[src/sv/utf8_decoder_with_line_column_macros.svh]
// Assertion helpers shared by the decoder RTL.
`ifndef UTF8_DECODER_WITH_LINE_COLUMN_MACROS_SVH
`define UTF8_DECODER_WITH_LINE_COLUMN_MACROS_SVH

// expr must hold at every clock edge out of reset
`define UTF8LC_ASSERT_ALWAYS(label, expr, msg) \
  label: assert property (@(posedge clk) disable iff (!rst_n) (expr)) else $error(msg);

// ante at one edge implies cons at the same edge
`define UTF8LC_ASSERT_IMPLY(label, ante, cons, msg) \
  label: assert property (@(posedge clk) disable iff (!rst_n) (ante) |-> (cons)) \
    else $error(msg);

// ante at one edge implies cons at the next edge
`define UTF8LC_ASSERT_NEXT(label, ante, cons, msg) \
  label: assert property (@(posedge clk) disable iff (!rst_n) (ante) |=> (cons)) \
    else $error(msg);

`endif

[src/sv/utf8lc_pkg.sv]
package utf8lc_pkg;

  localparam int ROW_WIDTH = 20;
  localparam int COL_WIDTH = 16;
  localparam int CP_WIDTH  = 21;
  localparam int BYTE_W    = 8;

  localparam int OUT_FIELDS_W  = CP_WIDTH + ROW_WIDTH + COL_WIDTH + BYTE_W;
  localparam int OUT_TDATA_W   = ((OUT_FIELDS_W + 7) / 8) * 8;
  localparam int OUT_PAD_W     = OUT_TDATA_W - OUT_FIELDS_W;

  localparam logic [ROW_WIDTH-1:0] ROW_MAX = '1;
  localparam logic [COL_WIDTH-1:0] COL_MAX = '1;

  localparam logic [BYTE_W-1:0] TAB_WIDTH_RESET = 8'd4;

  localparam logic [BYTE_W-1:0] BYTE_NUL = 8'h00;
  localparam logic [BYTE_W-1:0] BYTE_TAB = 8'h09;
  localparam logic [BYTE_W-1:0] BYTE_LF  = 8'h0A;
  localparam logic [BYTE_W-1:0] BYTE_CR  = 8'h0D;

  localparam logic [CP_WIDTH-1:0] CP_TAB     = 21'd9;
  localparam logic [CP_WIDTH-1:0] CP_NEWLINE = 21'd10;

  typedef struct packed {
    logic [ROW_WIDTH-1:0] line;
    logic [COL_WIDTH-1:0] col;
    logic [7:0]           phase;
    logic [1:0]           pend;
    logic [CP_WIDTH-1:0]  partial;
    logic [BYTE_W-1:0]    lead;
    logic                 after_cr;
    logic                 emitted;
    logic                 last_nl;
    logic                 halted;
  } state_t;

  typedef struct packed {
    logic [CP_WIDTH-1:0]  cp;
    logic [ROW_WIDTH-1:0] row;
    logic [COL_WIDTH-1:0] col;
    logic                 bad;
    logic [BYTE_W-1:0]    off;
    logic                 last;
  } result_t;

  function automatic state_t clear_state();
    state_t s;
    s          = '0;
    s.line     = ROW_WIDTH'(1);
    s.col      = COL_WIDTH'(1);
    return s;
  endfunction

endpackage

[src/sv/utf8_decoder_with_line_column.sv]
// Channel  Dir  Width  Contents (low bit up)
// in_      in   8      tdata: byte_value; tlast: end_of_input
// out_     out  72     tdata: code_point, row, column, offending_byte, pad;
//                      tuser: bad_utf8; tlast: last_result
// cfg_     in   8      data: tab_width (0 is ignored)
//
// One byte is accepted per cycle while in_tready is high; its results (at most two) land in a
// four-entry result queue on the same edge and leave one per cycle while out_tready is high.
// in_tready is high while the queue has room for two results.
// rst_n is synchronous; tab_width returns to 4, the line/column state to 1/1.
// A stalled output only holds the input off once the queue has fewer than two slots free.
`include "utf8_decoder_with_line_column_macros.svh"

module utf8_decoder_with_line_column (
  input  logic                               clk,
  input  logic                               rst_n,
  input  logic                               in_tvalid,
  output logic                               in_tready,
  input  logic [7:0]                         in_tdata,   // byte_value
  input  logic                               in_tlast,
  output logic                               out_tvalid,
  input  logic                               out_tready,
  // code_point, row, column, offending_byte, zero pad
  output logic [utf8lc_pkg::OUT_TDATA_W-1:0] out_tdata,
  output logic                               out_tuser,  // bad_utf8
  output logic                               out_tlast,
  input  logic                               cfg_valid,
  output logic                               cfg_ready,
  input  logic [7:0]                         cfg_data
);

  logic [7:0]          tab_width_r;
  utf8lc_pkg::state_t  st_r;
  utf8lc_pkg::state_t  st_nxt;
  utf8lc_pkg::result_t res0;
  utf8lc_pkg::result_t res1;
  logic [1:0]          step_n;

  utf8lc_pkg::result_t mem_r [4];
  logic [1:0]          wr_ptr_r;
  logic [1:0]          rd_ptr_r;
  logic [2:0]          count_r;

  logic                in_acc;
  logic                pop;
  logic [1:0]          push_n;
  utf8lc_pkg::result_t head;

  utf8lc_step u_step (
    .state_i     (st_r),
    .tab_width_i (tab_width_r),
    .byte_i      (in_tdata),
    .eoi_i       (in_tlast),
    .state_nxt_o (st_nxt),
    .res0_o      (res0),
    .res1_o      (res1),
    .count_o     (step_n)
  );

  assign cfg_ready = 1'b1;
  assign in_tready = (count_r <= 3'd2);
  assign in_acc    = in_tvalid && in_tready;
  assign push_n    = in_acc ? step_n : 2'd0;
  assign out_tvalid = (count_r != 3'd0);
  assign pop       = out_tvalid && out_tready;
  assign head      = mem_r[rd_ptr_r];

  assign out_tdata = {{utf8lc_pkg::OUT_PAD_W{1'b0}}, head.off, head.col, head.row, head.cp};
  assign out_tuser = head.bad;
  assign out_tlast = head.last;

  always_ff @(posedge clk) begin
    if (!rst_n) begin
      tab_width_r <= utf8lc_pkg::TAB_WIDTH_RESET;
      st_r        <= utf8lc_pkg::clear_state();
      wr_ptr_r    <= '0;
      rd_ptr_r    <= '0;
      count_r     <= '0;
    end else begin
      if (cfg_valid && cfg_data != 8'd0) begin
        tab_width_r <= cfg_data;
      end
      if (in_acc) begin
        st_r <= st_nxt;
      end
      wr_ptr_r <= wr_ptr_r + push_n;
      if (pop) begin
        rd_ptr_r <= rd_ptr_r + 2'd1;
      end
      count_r <= count_r + {1'b0, push_n} - {2'b0, pop};
    end
  end

  always_ff @(posedge clk) begin
    if (push_n != 2'd0) begin
      mem_r[wr_ptr_r] <= res0;
    end
    if (push_n == 2'd2) begin
      mem_r[wr_ptr_r + 2'd1] <= res1;
    end
  end

  `UTF8LC_ASSERT_ALWAYS(a_queue_bound, count_r <= 3'd4, "result queue overflow")
  `UTF8LC_ASSERT_IMPLY(a_halt_silent, in_acc && st_r.halted, push_n == 2'd0, "output while halted")
  `UTF8LC_ASSERT_IMPLY(a_err_last, push_n != 2'd0 && res0.bad, res0.last && push_n == 2'd1, "error result not final")
  `UTF8LC_ASSERT_NEXT(a_eoi_clear, in_acc && in_tlast, st_r.line == utf8lc_pkg::ROW_WIDTH'(1) && !st_r.halted && st_r.pend == 2'd0, "state not cleared at end of stream")
  `UTF8LC_ASSERT_ALWAYS(a_row_nonzero, st_r.line != '0 && st_r.col != '0, "row or column zero")

endmodule

[src/sv/utf8lc_step.sv]
module utf8lc_step (
  input  utf8lc_pkg::state_t  state_i,
  input  logic [7:0]          tab_width_i,
  input  logic [7:0]          byte_i,
  input  logic                eoi_i,
  output utf8lc_pkg::state_t  state_nxt_o,
  output utf8lc_pkg::result_t res0_o,
  output utf8lc_pkg::result_t res1_o,
  output logic [1:0]          count_o
);

  function automatic utf8lc_pkg::result_t mk(
    logic [utf8lc_pkg::CP_WIDTH-1:0] cp, utf8lc_pkg::state_t st, logic bad, logic [7:0] off);
    utf8lc_pkg::result_t r;
    r.cp   = cp;
    r.row  = st.line;
    r.col  = st.col;
    r.bad  = bad;
    r.off  = off;
    r.last = 1'b0;
    return r;
  endfunction

  function automatic utf8lc_pkg::state_t nl_update(utf8lc_pkg::state_t st);
    utf8lc_pkg::state_t s;
    s = st;
    if (s.line != utf8lc_pkg::ROW_MAX) begin
      s.line = s.line + utf8lc_pkg::ROW_WIDTH'(1);
    end
    s.col     = utf8lc_pkg::COL_WIDTH'(1);
    s.phase   = '0;
    s.emitted = 1'b1;
    s.last_nl = 1'b1;
    return s;
  endfunction

  function automatic utf8lc_pkg::state_t char_update(utf8lc_pkg::state_t st, logic [7:0] tw);
    utf8lc_pkg::state_t s;
    logic [utf8lc_pkg::COL_WIDTH:0] csum;
    logic [8:0] ph1;
    s    = st;
    csum = {1'b0, s.col} + (utf8lc_pkg::COL_WIDTH+1)'(1);
    s.col = csum[utf8lc_pkg::COL_WIDTH] ? utf8lc_pkg::COL_MAX
                                        : csum[utf8lc_pkg::COL_WIDTH-1:0];
    ph1 = {1'b0, s.phase} + 9'd1;
    s.phase   = (ph1 >= {1'b0, tw}) ? 8'd0 : ph1[7:0];
    s.emitted = 1'b1;
    s.last_nl = 1'b0;
    return s;
  endfunction

  function automatic utf8lc_pkg::state_t tab_update(utf8lc_pkg::state_t st, logic [7:0] tw);
    utf8lc_pkg::state_t s;
    logic [utf8lc_pkg::COL_WIDTH:0] csum;
    logic [7:0] adv;
    s    = st;
    adv  = (s.phase < tw) ? (tw - s.phase) : 8'd1;
    csum = {1'b0, s.col} + (utf8lc_pkg::COL_WIDTH+1)'(adv);
    s.col = csum[utf8lc_pkg::COL_WIDTH] ? utf8lc_pkg::COL_MAX
                                        : csum[utf8lc_pkg::COL_WIDTH-1:0];
    s.phase   = '0;
    s.emitted = 1'b1;
    s.last_nl = 1'b0;
    return s;
  endfunction

  utf8lc_pkg::state_t              s;
  utf8lc_pkg::result_t             r0;
  utf8lc_pkg::result_t             r1;
  logic [1:0]                      n;
  logic                            err;
  logic [7:0]                      eb;
  logic [utf8lc_pkg::CP_WIDTH-1:0] pc;

  always_comb begin
    s   = state_i;
    r0  = '0;
    r1  = '0;
    n   = 2'd0;
    err = 1'b0;
    eb  = '0;
    pc  = '0;
    if (s.halted) begin
      if (eoi_i) begin
        s = utf8lc_pkg::clear_state();
      end
    end else begin
      if (s.pend != 2'd0) begin
        if (byte_i[7:6] == 2'b10) begin
          pc        = {s.partial[utf8lc_pkg::CP_WIDTH-7:0], byte_i[5:0]};
          s.partial = pc;
          s.pend    = s.pend - 2'd1;
          if (s.pend == 2'd0) begin
            if (pc == '0) begin
              err = 1'b1;
              eb  = s.lead;
            end else begin
              r0 = mk(pc, s, 1'b0, 8'd0);
              s  = char_update(s, tab_width_i);
              n  = 2'd1;
            end
          end
        end else begin
          err = 1'b1;
          eb  = s.lead;
        end
      end else if (s.after_cr && byte_i == utf8lc_pkg::BYTE_LF) begin
        s.after_cr = 1'b0;
      end else begin
        s.after_cr = 1'b0;
        if (byte_i == utf8lc_pkg::BYTE_CR) begin
          r0 = mk(utf8lc_pkg::CP_NEWLINE, s, 1'b0, 8'd0);
          s  = nl_update(s);
          s.after_cr = 1'b1;
          n  = 2'd1;
        end else if (byte_i == utf8lc_pkg::BYTE_LF) begin
          r0 = mk(utf8lc_pkg::CP_NEWLINE, s, 1'b0, 8'd0);
          s  = nl_update(s);
          n  = 2'd1;
        end else if (byte_i == utf8lc_pkg::BYTE_TAB) begin
          r0 = mk(utf8lc_pkg::CP_TAB, s, 1'b0, 8'd0);
          s  = tab_update(s, tab_width_i);
          n  = 2'd1;
        end else if (byte_i == utf8lc_pkg::BYTE_NUL) begin
          err = 1'b1;
          eb  = '0;
        end else if (!byte_i[7]) begin
          r0 = mk(utf8lc_pkg::CP_WIDTH'(byte_i), s, 1'b0, 8'd0);
          s  = char_update(s, tab_width_i);
          n  = 2'd1;
        end else begin
          s.lead = byte_i;
          if (byte_i[7:5] == 3'b110) begin
            s.partial = utf8lc_pkg::CP_WIDTH'(byte_i[4:0]);
            s.pend    = 2'd1;
          end else if (byte_i[7:4] == 4'b1110) begin
            s.partial = utf8lc_pkg::CP_WIDTH'(byte_i[3:0]);
            s.pend    = 2'd2;
          end else if (byte_i[7:3] == 5'b11110) begin
            s.partial = utf8lc_pkg::CP_WIDTH'(byte_i[2:0]);
            s.pend    = 2'd3;
          end else begin
            err = 1'b1;
            eb  = byte_i;
          end
        end
      end

      // truncated sequence at end of stream
      if (!err && eoi_i && s.pend != 2'd0) begin
        err = 1'b1;
        eb  = s.lead;
      end

      if (err) begin
        r0      = mk('0, s, 1'b1, eb);
        r0.last = 1'b1;
        n       = 2'd1;
        s.halted = 1'b1;
        if (eoi_i) begin
          s = utf8lc_pkg::clear_state();
        end
      end else if (eoi_i) begin
        if (s.emitted && !s.last_nl) begin
          if (n == 2'd0) begin
            r0 = mk(utf8lc_pkg::CP_NEWLINE, s, 1'b0, 8'd0);
          end else begin
            r1 = mk(utf8lc_pkg::CP_NEWLINE, s, 1'b0, 8'd0);
          end
          s = nl_update(s);
          n = n + 2'd1;
        end
        if (n == 2'd1) begin
          r0.last = 1'b1;
        end
        if (n == 2'd2) begin
          r1.last = 1'b1;
        end
        s = utf8lc_pkg::clear_state();
      end
    end
  end

  assign state_nxt_o = s;
  assign res0_o      = r0;
  assign res1_o      = r1;
  assign count_o     = n;

endmodule
[config.mk]
export PLATFORM = sky130hd
export DESIGN_NAME = utf8_decoder_with_line_column
export DESIGN_NICKNAME = d
export VERILOG_FILES = /design/src/sv/utf8lc_pkg.sv /design/src/sv/utf8_decoder_with_line_column.sv /design/src/sv/utf8lc_step.sv
export VERILOG_INCLUDE_DIRS = /design/src /design/src/sv
export SDC_FILE = /design/constraint.sdc
export NUM_CORES = 1
export LEC_CHECK = 0
export BUFFER_PORTS_ARGS = -buffer_cell sky130_fd_sc_hd__buf_4
export CORE_AREA = 2 2 193 195
export DETAILED_ROUTE_END_ITERATION = 16
export DIE_AREA = 0 0 195 197
export PLACE_DENSITY = 0.74
export SLEW_MARGIN = 20
export SYNTH_ARGS = -nofsm -noshare
export SYNTH_HDL_FRONTEND = slang
export SYNTH_SLANG_ARGS = --single-unit
[constraint.sdc]
create_clock -name clk -period 6.1 [get_ports clk]
set_clock_uncertainty 0.15 [all_clocks]
set_input_delay 1.83 -clock clk [delete_from_list [all_inputs] [get_ports clk]]
set_output_delay 1.83 -clock clk [all_outputs]
set_load 0.02 [all_outputs]
-- After elaboration in Yosys (flattened, before gate mapping)
Memories as Yosys holds them, arrays and structs flattened. A register that Yosys moved wholly into a read port is not among the register bits.
Index checks and enable logic that the tools add are counted.
- memories kept: 1
- output and inout port bits: 77
- RAM bits: 268
- bits in registers: 94
- add/subtract/negate cells: 12
- magnitude comparators: 3
- reductions and logical operators: 19
- eq/ne operators: 12
- multiplexer cells: 105
- memories (name ; depth ; bits a word ; rd ports ; clocked after Yosys merged registers in ; wr ports ; line ; text):
    mem_r ; 4 ; 67 ; 1 ; 1 ; 2 ; utf8_decoder_with_line_column.sv:39 ; utf8lc_pkg::result_t mem_r [4];
- operator list (cell ; count):
    $mux W67 ; 18
    $mux W79 ; 9
    $mux W59 ; 5
    $mux W8 ; 16
    $mux W75 ; 1
    $mux W23 ; 3
    $mux W53 ; 1
    $mux W50 ; 1
    $mux W2 ; 19
    $mux W16 ; 2
    $mux W31 ; 1
    $mux W1 ; 25
    $eq A8 B4 Y1 const B ; 3
    $mux W24 ; 1
    $logic_not A21 Y1 ; 1
    $add A20 B1 Y20 const B ; 1
    $mux W20 ; 1
    $ne A20 B20 Y1 const B ; 1
    $add A16 B1 Y17 const B ; 1
    $add A16 B8 Y17 ; 1
    $add A8 B1 Y9 const B ; 1
    $ge A9 B8 Y1 ; 1
    $logic_not A8 Y1 ; 1
    $lt A8 B8 Y1 ; 1
    21 further kinds ; 36

-- Depth between registers and ports, before layout
Gate-level depths: netlist of the first run.
- word-level depth: 26
- gate-level depth with buffers: 22
- depth with buffers taken out: 20

-- Hierarchy
From an unflattened synthesis of the first run, not the netlist that was laid out.
- cell total of the unflattened synthesis: 2116
- area, all modules: 23075.9 um^2
- by module, submodules not included (module ; sequential area each (um^2) ; cells an instance ; instances ; area an instance (um^2)):
    utf8_decoder_with_line_column ; 9969.6 ; 1128 ; 1 ; 17234.0
    utf8lc_step ; 0.0 ; 988 ; 1 ; 5841.9

-- Worst setup path after synthesis of the first run
OpenSTA, ideal clock, no wires.
- kind: in2reg
- start point: input port in_tdata[2]
- end point: memory mem_r[1][0] in the netlist's numbering, enable pin
- setup slack: -0.343 ns
- data arrival time: 5.768 ns
- stages on the path: 16
- setup time: 0.526 ns
- required time: 5.424 ns
- cell sequence: clkbuf_1 > nor3_1 > a21o_1 > clkbuf_1 > nor2_1 > nor2_2 > inv_1 > clkbuf_1 > ha_1 > nand2b_1 > o311ai_2 > a21boi_4 > nand2_2 > nand2_1 > buf_2 > nand2_1
- RTL lines (item ; line ; text):
    from (decl) ; utf8_decoder_with_line_column.sv:19 ; input logic [7:0] in_tdata,
    to (decl) ; utf8_decoder_with_line_column.sv:39 ;

==> results of run 1 <==
==> sequential cells by signal, indices dropped and copies added (netlist names), named ones only <==
name	cells
st_r	73
tab_width_r	8
wr_ptr_r	2
mem_r	268
rd_ptr_r	2
count_r	3
==> placed cells by master, fill, tap and decap left out, drive strengths merged, types with 9 or more instances in the layout <==
master   netlist  final
a211oi        30     30
a21boi        19     19
a21o          13     13
a21oi         71     71
a22o          10     10
a22oi         37     37
a32oi         12     12
and2          47     47
and3          18     18
buf           57    164
clkbuf        99     56
dfxtp        202    202
edfxtp       156    156
ha            34     34
inv           49     50
mux2i         64     64
mux4          67     67
nand2        203    203
nand2b        14     14
nand3         71     71
nand4         17     17
nor2         140    140
nor2b         46     46
nor3          22     22
nor4           9      9
o211ai        12     12
o21a          13     13
o21ai        100    100
o22ai        134    134
o2bb2ai       16     16
or4            9      9
xnor2         25     25
xor2          15     15
==> area by class of cell <==
class,count,area (um^2)
Fill cell,2977,14300
Multi-Input combinational cell,1381,9870
Sequential cell,358,8740
Timing Repair Buffer,164,1310
Clock buffer,56,1100
Tap cell,468,586
Inverter,49,184
Clock inverter,13,174
==> where the power goes <==
group	internal, uW	leakage, uW	total, uW	switching, uW
Clock	1420	0.000622	2380	962
Combinational	1020	0.00399	2410	1390
Sequential	2830	0.00322	3090	252
Total	5270	0.00783	7880	2610
==> worst max-delay path, delay by kind of cell (launching register included) <==
family | cells | cell delay (ns)
AO/OA/AOI/OAI | 13 | 2.85
buffers and inverters | 2 | 0.25
AND/OR/NAND/NOR | 3 | 0.78
adder cells (fa/ha/maj) | 3 | 0.87
flip-flops | 1 | 0.36
==> Yosys cell counts (all sizes together) (15+ instances only) <==
cell     instances
nand3           71
inv             49
nor3            22
nand4           17
ha              34
o21ai          100
buf             57
a211oi          30
and3            18
clkbuf          99
xnor2           25
and2            47
mux4            67
nand2          203
nor2b           46
a21oi           71
a21boi          19
a22oi           37
mux2i           64
o22ai          134
nor2           140
edfxtp         156
xor2            15
o2bb2ai         16
dfxtp          202
==> metal layers <==
| metal | routed length (um) | up-vias | global-route usage |
|---|---|---|---|
| li1 | - | 7407 | - |
| met3 | 5190 | 115 | 0.0481 |
| met1 | 23600 | 8062 | 0.403 |
| met2 | 27200 | 907 | 0.483 |
| met5 | 0 | - | 0 |
| met4 | 1380 | 0 | 0.0964 |
==> worst max-delay path by stage <==
stage	endpoint	slack, ns	depth (start not counted)
2_1_floorplan	mem_r[1][0]	0.04	16
3_3_place_gp	count_r[2]	0.29	19
3_5_place_dp	count_r[2]	0.26	19
4_1_cts	mem_r[2][18]	0.72	19
5_1_grt	mem_r[2][13]	0.27	21
6_report	mem_r[2][13]	0.67	21
==> metrics by stage <==
stage	hold slack, ns	power (uW)	worst slack [ns]
after detailed placement	0.292	5530	0.260
after global routing	0.317	8190	0.273
final	0.302	7880	0.667
after floorplan	0.280	4620	0.0449
after global placement	0.288	5470	0.292
after CTS	0.302	7880	0.720
==> cells by family after synthesis <==
kind of cell / synth area share
mux: 0.112
buf+inv: 0.0449
other cells: 0.000388
compound gates: 0.192
flops: 0.451
fa+ha+maj: 0.0251
simple gates: 0.156
xor+xnor: 0.0181
==> flow_summary.yaml, run 1 <==
global_route:
  grt_pass1_wl_um: 89800
  grt-ovfl-total: 0
  antenna_found_initial: 0
  track_usage: 0.295
  grt_max_degree: 90
  grt_pass1_vias: 15800
sta:
  worst_slew_pin_slew_ns: 1.13
  rsz0062_at_grt: "false"
  hold_viol_final: 0
  min_period_ns: 5.43
  relSlewSlack: 0.244
  slew_violations: 0
  max_freq_ghz: 0.184
  setup_violations: 0
  fin_setup_tns_ns: 0
  fin_crit_sh: 0.891
die:
  fp.dieH_um: 197
  die_x_um: 195
  io_pins: 99
  dieArea_um2: 38400
  fp.coreArea_um2: 36300
  rows: 70
  initial_core_util: 0.534
place:
  placed_cell_area_um2: 20700
  dp.cells: 2420
  numPortBuffers: 90
  dp_hpwl_um: 38500
  routabilityCongestion: 0.927
run_status:
  status: "finished, final reports clean"
synthesis:
  synth_area_um2: 19400
  yosys_warnings: 0
  synth_cells: 1938
  synth_top_area_share: 0.242
  ys.flop_type: "dfxtp_1"
  synth_area_per_cell_um2: 9.99
  async_reset_ff_frac: 0
  ys_ff_latch: 358
  yosysSeqAreaShare: 0.451
  netlist-cell-type-count: 91
  synth_area_leaders: "edfxtp_1, dfxtp_1, mux4_2"
  synth-edff-count: 156
  yosysTopAreaCell: "edfxtp_1"
layout:
  drive_gt1_frac: 0.168
  fin_area_um2: 22000
  fin_cells: 2489
  insertedDiodeCount: 0
  final_util: 0.605
  final_nets: 2051
  synthToLayoutAreaGrowth_pct: 13.4
cts:
  clock-sinks: 358
  ctsResizeCount: 0
  postCtsSetupRepairBufs: 0
  cts_tree: "done"
  clk_latency_ns: 0.54
  cts_max_level: 2
  cts_made_buffers: 38
  clockRootBuffer: "clkbuf_16"
  cts_buffer_depth: 3
  hold_buffers: 0
  cts.reportedPaths.clkPinSlew_ns: 0.06
setup_path:
  cp_slowest_cell: "o21ai_0"
  endpoint_kind: "flop"
  crit_chain: "inv_1 > ha_1 > fa_1 > nor2b_1 > o21ai_0 > a21boi_0 > o21ai_0 > a21boi_0 > o21a_1 > o22ai_1 > nor3_1 > ha_1 > a211oi_1 > o21ai_0 > and2_1 > a21oi_1 > buf_4 > a221oi_1 > o21ai_0 > o21ai_0 > o2bb2ai_1"
  crit_arrival_ns: 5.65
  critPathMaxStageDelay_ns: 0.46
  rr_startpoint: "tab_width_r[0]"
  crit_top_cell: "o21ai_0"
  worst-setup-path-type: "reg2reg"
  worstPathMaxFanout: 7
  r2r_slack_ns: 0.67
  r2r_end: "mem_r[2][13]"
  crit_path_start_kind: "flop"
  crit_required_ns: 6.31
  worstSetupStartpoint: "tab_width_r[0]"
  r2r_cells: 21
worst_hold_path:
  whs_path_depth: 2
  hp-start: "mem_r[2][66]"
  min_path_type: "reg2reg"
  holdPathEnd: "mem_r[2][66]"
drt:
  drt_first_pass_iters: 5
  vias: 16500
  routed_wirelength_um: 57400
  drt-vias-per-instance: 6.63
  wl_per_cell_um: 23.0
  ant_nets: 0
  drc: 0
  drt-initial-drc-count: 1827
pwr:
  irDropWorstVdd_mv: 0.209
  power.density_nw_per_um2: 359
  leakage_uw: 0.00783
job:
  maxCapViolCount: 0
(Power assumes the default switching activity.)
==> run 2, diff against run 1 <==
- PLACE_DENSITY: 0.74 -> 0.71
- clock period: 6.1 -> 5.6 ns (I/O delays scaled with it)
==> run 2 against run 1 <==
Against the previous run:
- first-iteration DRC count down 26%
- routed wire length about the same
- setup slack worse by 0.26 ns
- die area unchanged
- largest cell class unchanged
==> flow_summary.yaml, run 2 (synthesized netlist as in run 1, its figures left out) <==
run_status:
  status: "finished, final reports clean"
drt:
  wl_per_cell_um: 22.7
  drc: 0
  vias: 16500
  routed_wirelength_um: 57300
  drt-vias-per-instance: 6.52
  ant_nets: 0
  drt_first_pass_iters: 6
  drt-initial-drc-count: 1360
layout:
  nFillCells: 3012
  final_nets: 2089
  largest_registers: "mem_r x268, st_r x73, tab_width_r x8"
  mostFrequentLayoutCell: "dfxtp_1"
  multi_input_area_um2: 9920
  mostFrequentLayoutCells: "dfxtp_1, nand2_1, buf_4"
  insertedDiodeCount: 0
  drive_gt1_frac: 0.186
  register_area_um2: 8740
  synthToLayoutAreaGrowth_pct: 15.9
  regMostFlops: "mem_r"
  largest_reg_flops: 268
cts:
  cts_buffer_depth: 3
  cts.reportedPaths.clkPinSlew_ns: 0.06
  cts_tree: "done"
  cts_made_buffers: 40
  clk_latency_ns: 0.57
  hold_buffers: 0
  ctsResizeCount: 0
  cts_max_level: 2
  clockRootBuffer: "clkbuf_16"
  clock-sinks: 358
  postCtsSetupRepairBufs: 0
die:
  initial_core_util: 0.534
  die_x_um: 195
  io_pins: 99
  dieArea_um2: 38400
  fp.dieH_um: 197
  fp.coreArea_um2: 36300
  rows: 70
place:
  routabilityCongestion: 0.955
  numPortBuffers: 90
  dp_hpwl_um: 38000
sta:
  worst_slew_pin_slew_ns: 0.982
  slew_violations: 0
  worst_hold_slack_ns: 0.308
  fin_crit_sh: 0.927
  setup_violations: 0
  fin_setup_tns_ns: 0
  min_period_ns: 5.19
  max_freq_ghz: 0.193
  relSlewSlack: 0.343
  hold_viol_final: 0
  rsz0062_at_grt: "false"
setup_path:
  crit_required_ns: 5.76
  worst-setup-path-type: "reg2reg"
  crit_arrival_ns: 5.35
  worstPathMaxFanout: 5
  crit_path_start_kind: "flop"
  endpoint_kind: "flop"
  r2r_cells: 21
global_route:
  grt_pass1_wl_um: 89400
  grt-ovfl-total: 0
  antenna_found_initial: 0
  grt_max_degree: 90
  track_usage: 0.295
  grt_pass1_vias: 16000
job:
  maxCapViolCount: 0
pwr:
  leakage_uw: 0.00809
  irDropWorstVdd_mv: 0.322
  power.density_nw_per_um2: 389
worst_hold_path:
  min_path_type: "reg2reg"
  whs_path_depth: 2
==> run 2: cell count changes in the layout (fill, tap and decap cells not counted), sizes merged <==
cell      change
buf          +36
clkinv        +3
bufinv        -2
clkinvlp      -1
==> run 2: path summary, 6_finish.rpt <==
kind,startpoint,end,slack [ns]
worst max-delay path,tab_width_r[0],mem_r[2][21],0.41
worst min-delay path,mem_r[2][60],mem_r[2][60],0.31
worst max register to register,tab_width_r[0],mem_r[2][21],0.41
worst min register to register,mem_r[2][60],mem_r[2][60],0.31
==> run 2: cell type report <==
| cell class | instances | area share |
|---|---|---|
| inverters | 49 | 0.00820 |
| repair buffers | 200 | 0.0742 |
| clock inverters | 13 | 0.00602 |
| well taps | 468 | 0.0261 |
| multi-input cells | 1381 | 0.442 |
| flip-flops and latches | 358 | 0.389 |
| clock buffers | 56 | 0.0538 |
==> run 2: power breakdown <==
part | total [uW] | internal (uW) | switching [uW]
Sequential | 3320 | 3090 | 232
Clock | 2680 | 1600 | 1080
Combinational | 2720 | 1170 | 1550
==> run 2: stage by stage <==
| stage | power (uW) | std cells | cell area (um^2) | util | setup WS [ns] |
|---|---|---|---|---|---|
| final | 8720 | 2525 | 22400 | 0.619 | 0.410 |
| after global placement | 6010 | 2456 | 21100 | 0.581 | -0.0177 |
| after floorplan | 5040 | 1944 | 19400 | - | 0.00233 |
| after detailed placement | 6070 | 2456 | 21100 | 0.581 | -0.118 |
| after global routing | 9050 | 2525 | 22400 | 0.619 | 0.0166 |
| after CTS | 8740 | 2525 | 22400 | 0.618 | 0.247 |
==> run 2: worst max-delay path, stage by stage (launching register included) <==
cell and delay, ns:
dfxtp_1 0.38, inv_1 0.06, ha_1 0.22, fa_1 0.39, nor2b_1 0.15, o21ai_0 0.14, a21boi_1 0.22, o21ai_0 0.13
a21boi_1 0.24, o21a_1 0.17, o221ai_1 0.15, ha_1 0.26, fa_1 0.46, a211oi_1 0.31, o21ai_1 0.21, and2_1 0.20
buf_4 0.15, a211o_1 0.29, a21oi_1 0.12, a311o_1 0.29, o21bai_1 0.16, o21ai_0 0.09
==> run 2: metal layers <==
metal | wire length [um] | track usage | vias to the layer above | share of wire
met3 | 4680 | 0.0462 | 120 | 0.082
met5 | 0 | 0 | - | 0
li1 | - | - | 7486 | -
met1 | 23500 | 0.392 | 8023 | 0.41
met4 | 1550 | 0.0984 | 0 | 0.027
met2 | 27600 | 0.495 | 834 | 0.48
==> run 3, diff against run 2 <==
- PLACE_DENSITY: 0.71 -> 0.79
- clock period: 5.6 -> 4.5 ns (I/O delays scaled with it)
==> run 3 against run 2 <==
Against the previous run:
- first-iteration DRC count grew 31%
- clock power grew 18%
- setup slack lost 0.39 ns
- global-route usage increased by 0.49 points
- combinational power rose by 40%
- power up 27%
- sequential share of layout area is 2.9 points lower
==> flow_summary.yaml, run 3 (synthesized netlist as in run 1, its figures left out) <==
global_route:
  track_usage: 0.300
  grt_pass1_vias: 17100
  grt-ovfl-total: 0
  antenna_found_initial: 0
  grt_pass1_wl_um: 92000
  grt_max_degree: 60
sta:
  fin_crit_sh: 0.997
  worst_slew_pin_slew_ns: 1.15
  hold_viol_final: 0
  layout_setup_ws_ns: 0.0153
  rsz0062_at_grt: "true"
  slew_violations: 0
  min_period_ns: 4.48
  setup_violations: 0
  relSlewSlack: 0.233
  max_freq_ghz: 0.223
  fin_setup_tns_ns: 0
die:
  dieArea_um2: 38400
  initial_core_util: 0.534
  fp.dieH_um: 197
  rows: 70
  die_x_um: 195
  io_pins: 99
  fp.coreArea_um2: 36300
setup_path:
  worstPathMaxFanout: 6
  worst-setup-path-type: "reg2reg"
  crit_path_start_kind: "flop"
  r2r_slack_ns: 0.02
  crit_required_ns: 4.74
  endpoint: "mem_r[0][19]"
  r2r_cells: 25
  endpoint_kind: "flop"
  r2r_end: "mem_r[0][19]"
  crit_arrival_ns: 4.72
  worstSetupStartpoint: "st_r[37]"
  rr_startpoint: "st_r[37]"
layout:
  final_nets: 2236
  largest_registers: "mem_r x268, st_r x73, tab_width_r x8"
  drive_gt1_frac: 0.270
  fin_cells: 2674
  mostFrequentLayoutCells: "buf_4, dfxtp_1, nand2_1"
  largest_reg_flops: 268
  synthToLayoutAreaGrowth_pct: 25.3
  insertedDiodeCount: 0
  regMostFlops: "mem_r"
  mostFrequentLayoutCell: "buf_4"
drt:
  drc: 0
  drt-vias-per-instance: 6.46
  ant_nets: 0
  wl_per_cell_um: 21.8
  drt_first_pass_iters: 6
  vias: 17300
  drt-initial-drc-count: 1781
  routed_wirelength_um: 58400
pwr:
  irDropWorstVdd_mv: 0.309
  power.density_nw_per_um2: 457
  totalPowerFinal_uw: 11100
  leakage_uw: 0.00899
cts:
  cts_tree: "done"
  hold_buffers: 0
  cts.reportedPaths.clkPinSlew_ns: 0.06
  cts_max_level: 2
  clock-sinks: 358
  cts_buffer_depth: 3
  cts_made_buffers: 38
  clk_latency_ns: 0.55
  clockRootBuffer: "clkbuf_16"
place:
  dp.cells: 2591
  numPortBuffers: 90
  routabilityCongestion: 0.952
  dp_hpwl_um: 40300
  preCtsSetupSlack_ns: -0.562
worst_hold_path:
  min_path_type: "reg2reg"
  whs_path_depth: 2
job:
  maxCapViolCount: 0
run_status:
  status: "finished, final reports clean"
==> run 3: cell count changes in the layout (fill, tap and decap cells not counted), moves of 5 or more <==
cell       before  now
buf_4         187  302
buf_12         13   42
o21ai_0        93   81
o22ai_1       131  120
o22ai_2         3   13
a21oi_1        69   61
a21oi_2         1    9
o21ai_1         5   13
clkbuf_16      45   38
ha_1           34   27
buf_6           0    5
==> run 3: worst min path at each step <==
stage	from	endpoint	slack, ns
4_1_cts	mem_r[2][51]	mem_r[2][51]	0.31
6_report	mem_r[2][51]	mem_r[2][51]	0.31
2_1_floorplan	st_r[11]	st_r[11]	0.28
5_1_grt	mem_r[2][9]	mem_r[2][9]	0.34
3_3_place_gp	mem_r[2][65]	mem_r[2][65]	0.29
3_5_place_dp	mem_r[2][51]	mem_r[2][51]	0.30
==> run 3: power by group <==
part | switching [uW] | internal [uW] | leakage, uW
logic | 2060 | 1750 | 0.00516
registers | 280 | 3840 | 0.00322
clock network | 1320 | 1830 | 0.000607
==> run 3: stage by stage <==
stage | hold slack (ns) | instance area (um^2) | util
after floorplan | 0.280 | 19700 | -
after global placement | 0.288 | 22600 | 0.622
after detailed placement | 0.297 | 22600 | 0.622
after CTS | 0.308 | 23900 | 0.659
after global routing | 0.342 | 24200 | 0.669
final | 0.305 | 24200 | 0.669
==> run 3: cell type report <==
type,instances,area (um^2)
well taps,468,586
flip-flops and latches,358,8740
inverters,49,184
multi-input cells,1381,10300
clock inverters,16,180
clock buffers,53,1060
repair buffers,349,3160
fillers,2684,12000
==> run 3: what timing repair did <==
action / in CTS / in global routing
endpoints found under the setup margin: 81 / 81
pin swaps: 8 / 34
resized for setup: 17 / 72
setup buffers: 5 / 10
==> run 3: layer usage <==
metal	track usage	vias to the layer above	part of all wire
li1	-	7785	-
met1	0.376	8429	0.39
met2	0.523	894	0.50
met3	0.0453	176	0.076
met4	0.117	0	0.036
met5	0	-	0
==> run 3: worst max-delay path, cell delays in order, from the launching register on <==
cell      delay, ns
dfxtp_2        0.35
inv_1          0.05
ha_1           0.32
nor2b_4        0.15
o21ai_2        0.17
a21boi_2       0.08
o21ai_1        0.17
a21boi_1       0.11
buf_4          0.14
buf_4          0.12
buf_4          0.12
buf_4          0.12
buf_4          0.12
buf_4          0.12
nor3_2         0.22
ha_2           0.25
buf_4          0.13
a21oi_1        0.06
nand2_1        0.09
buf_4          0.16
o211ai_1       0.14
nor3_2         0.22
a21oi_2        0.07
buf_4          0.16
a2111o_1       0.42
o22ai_1        0.14
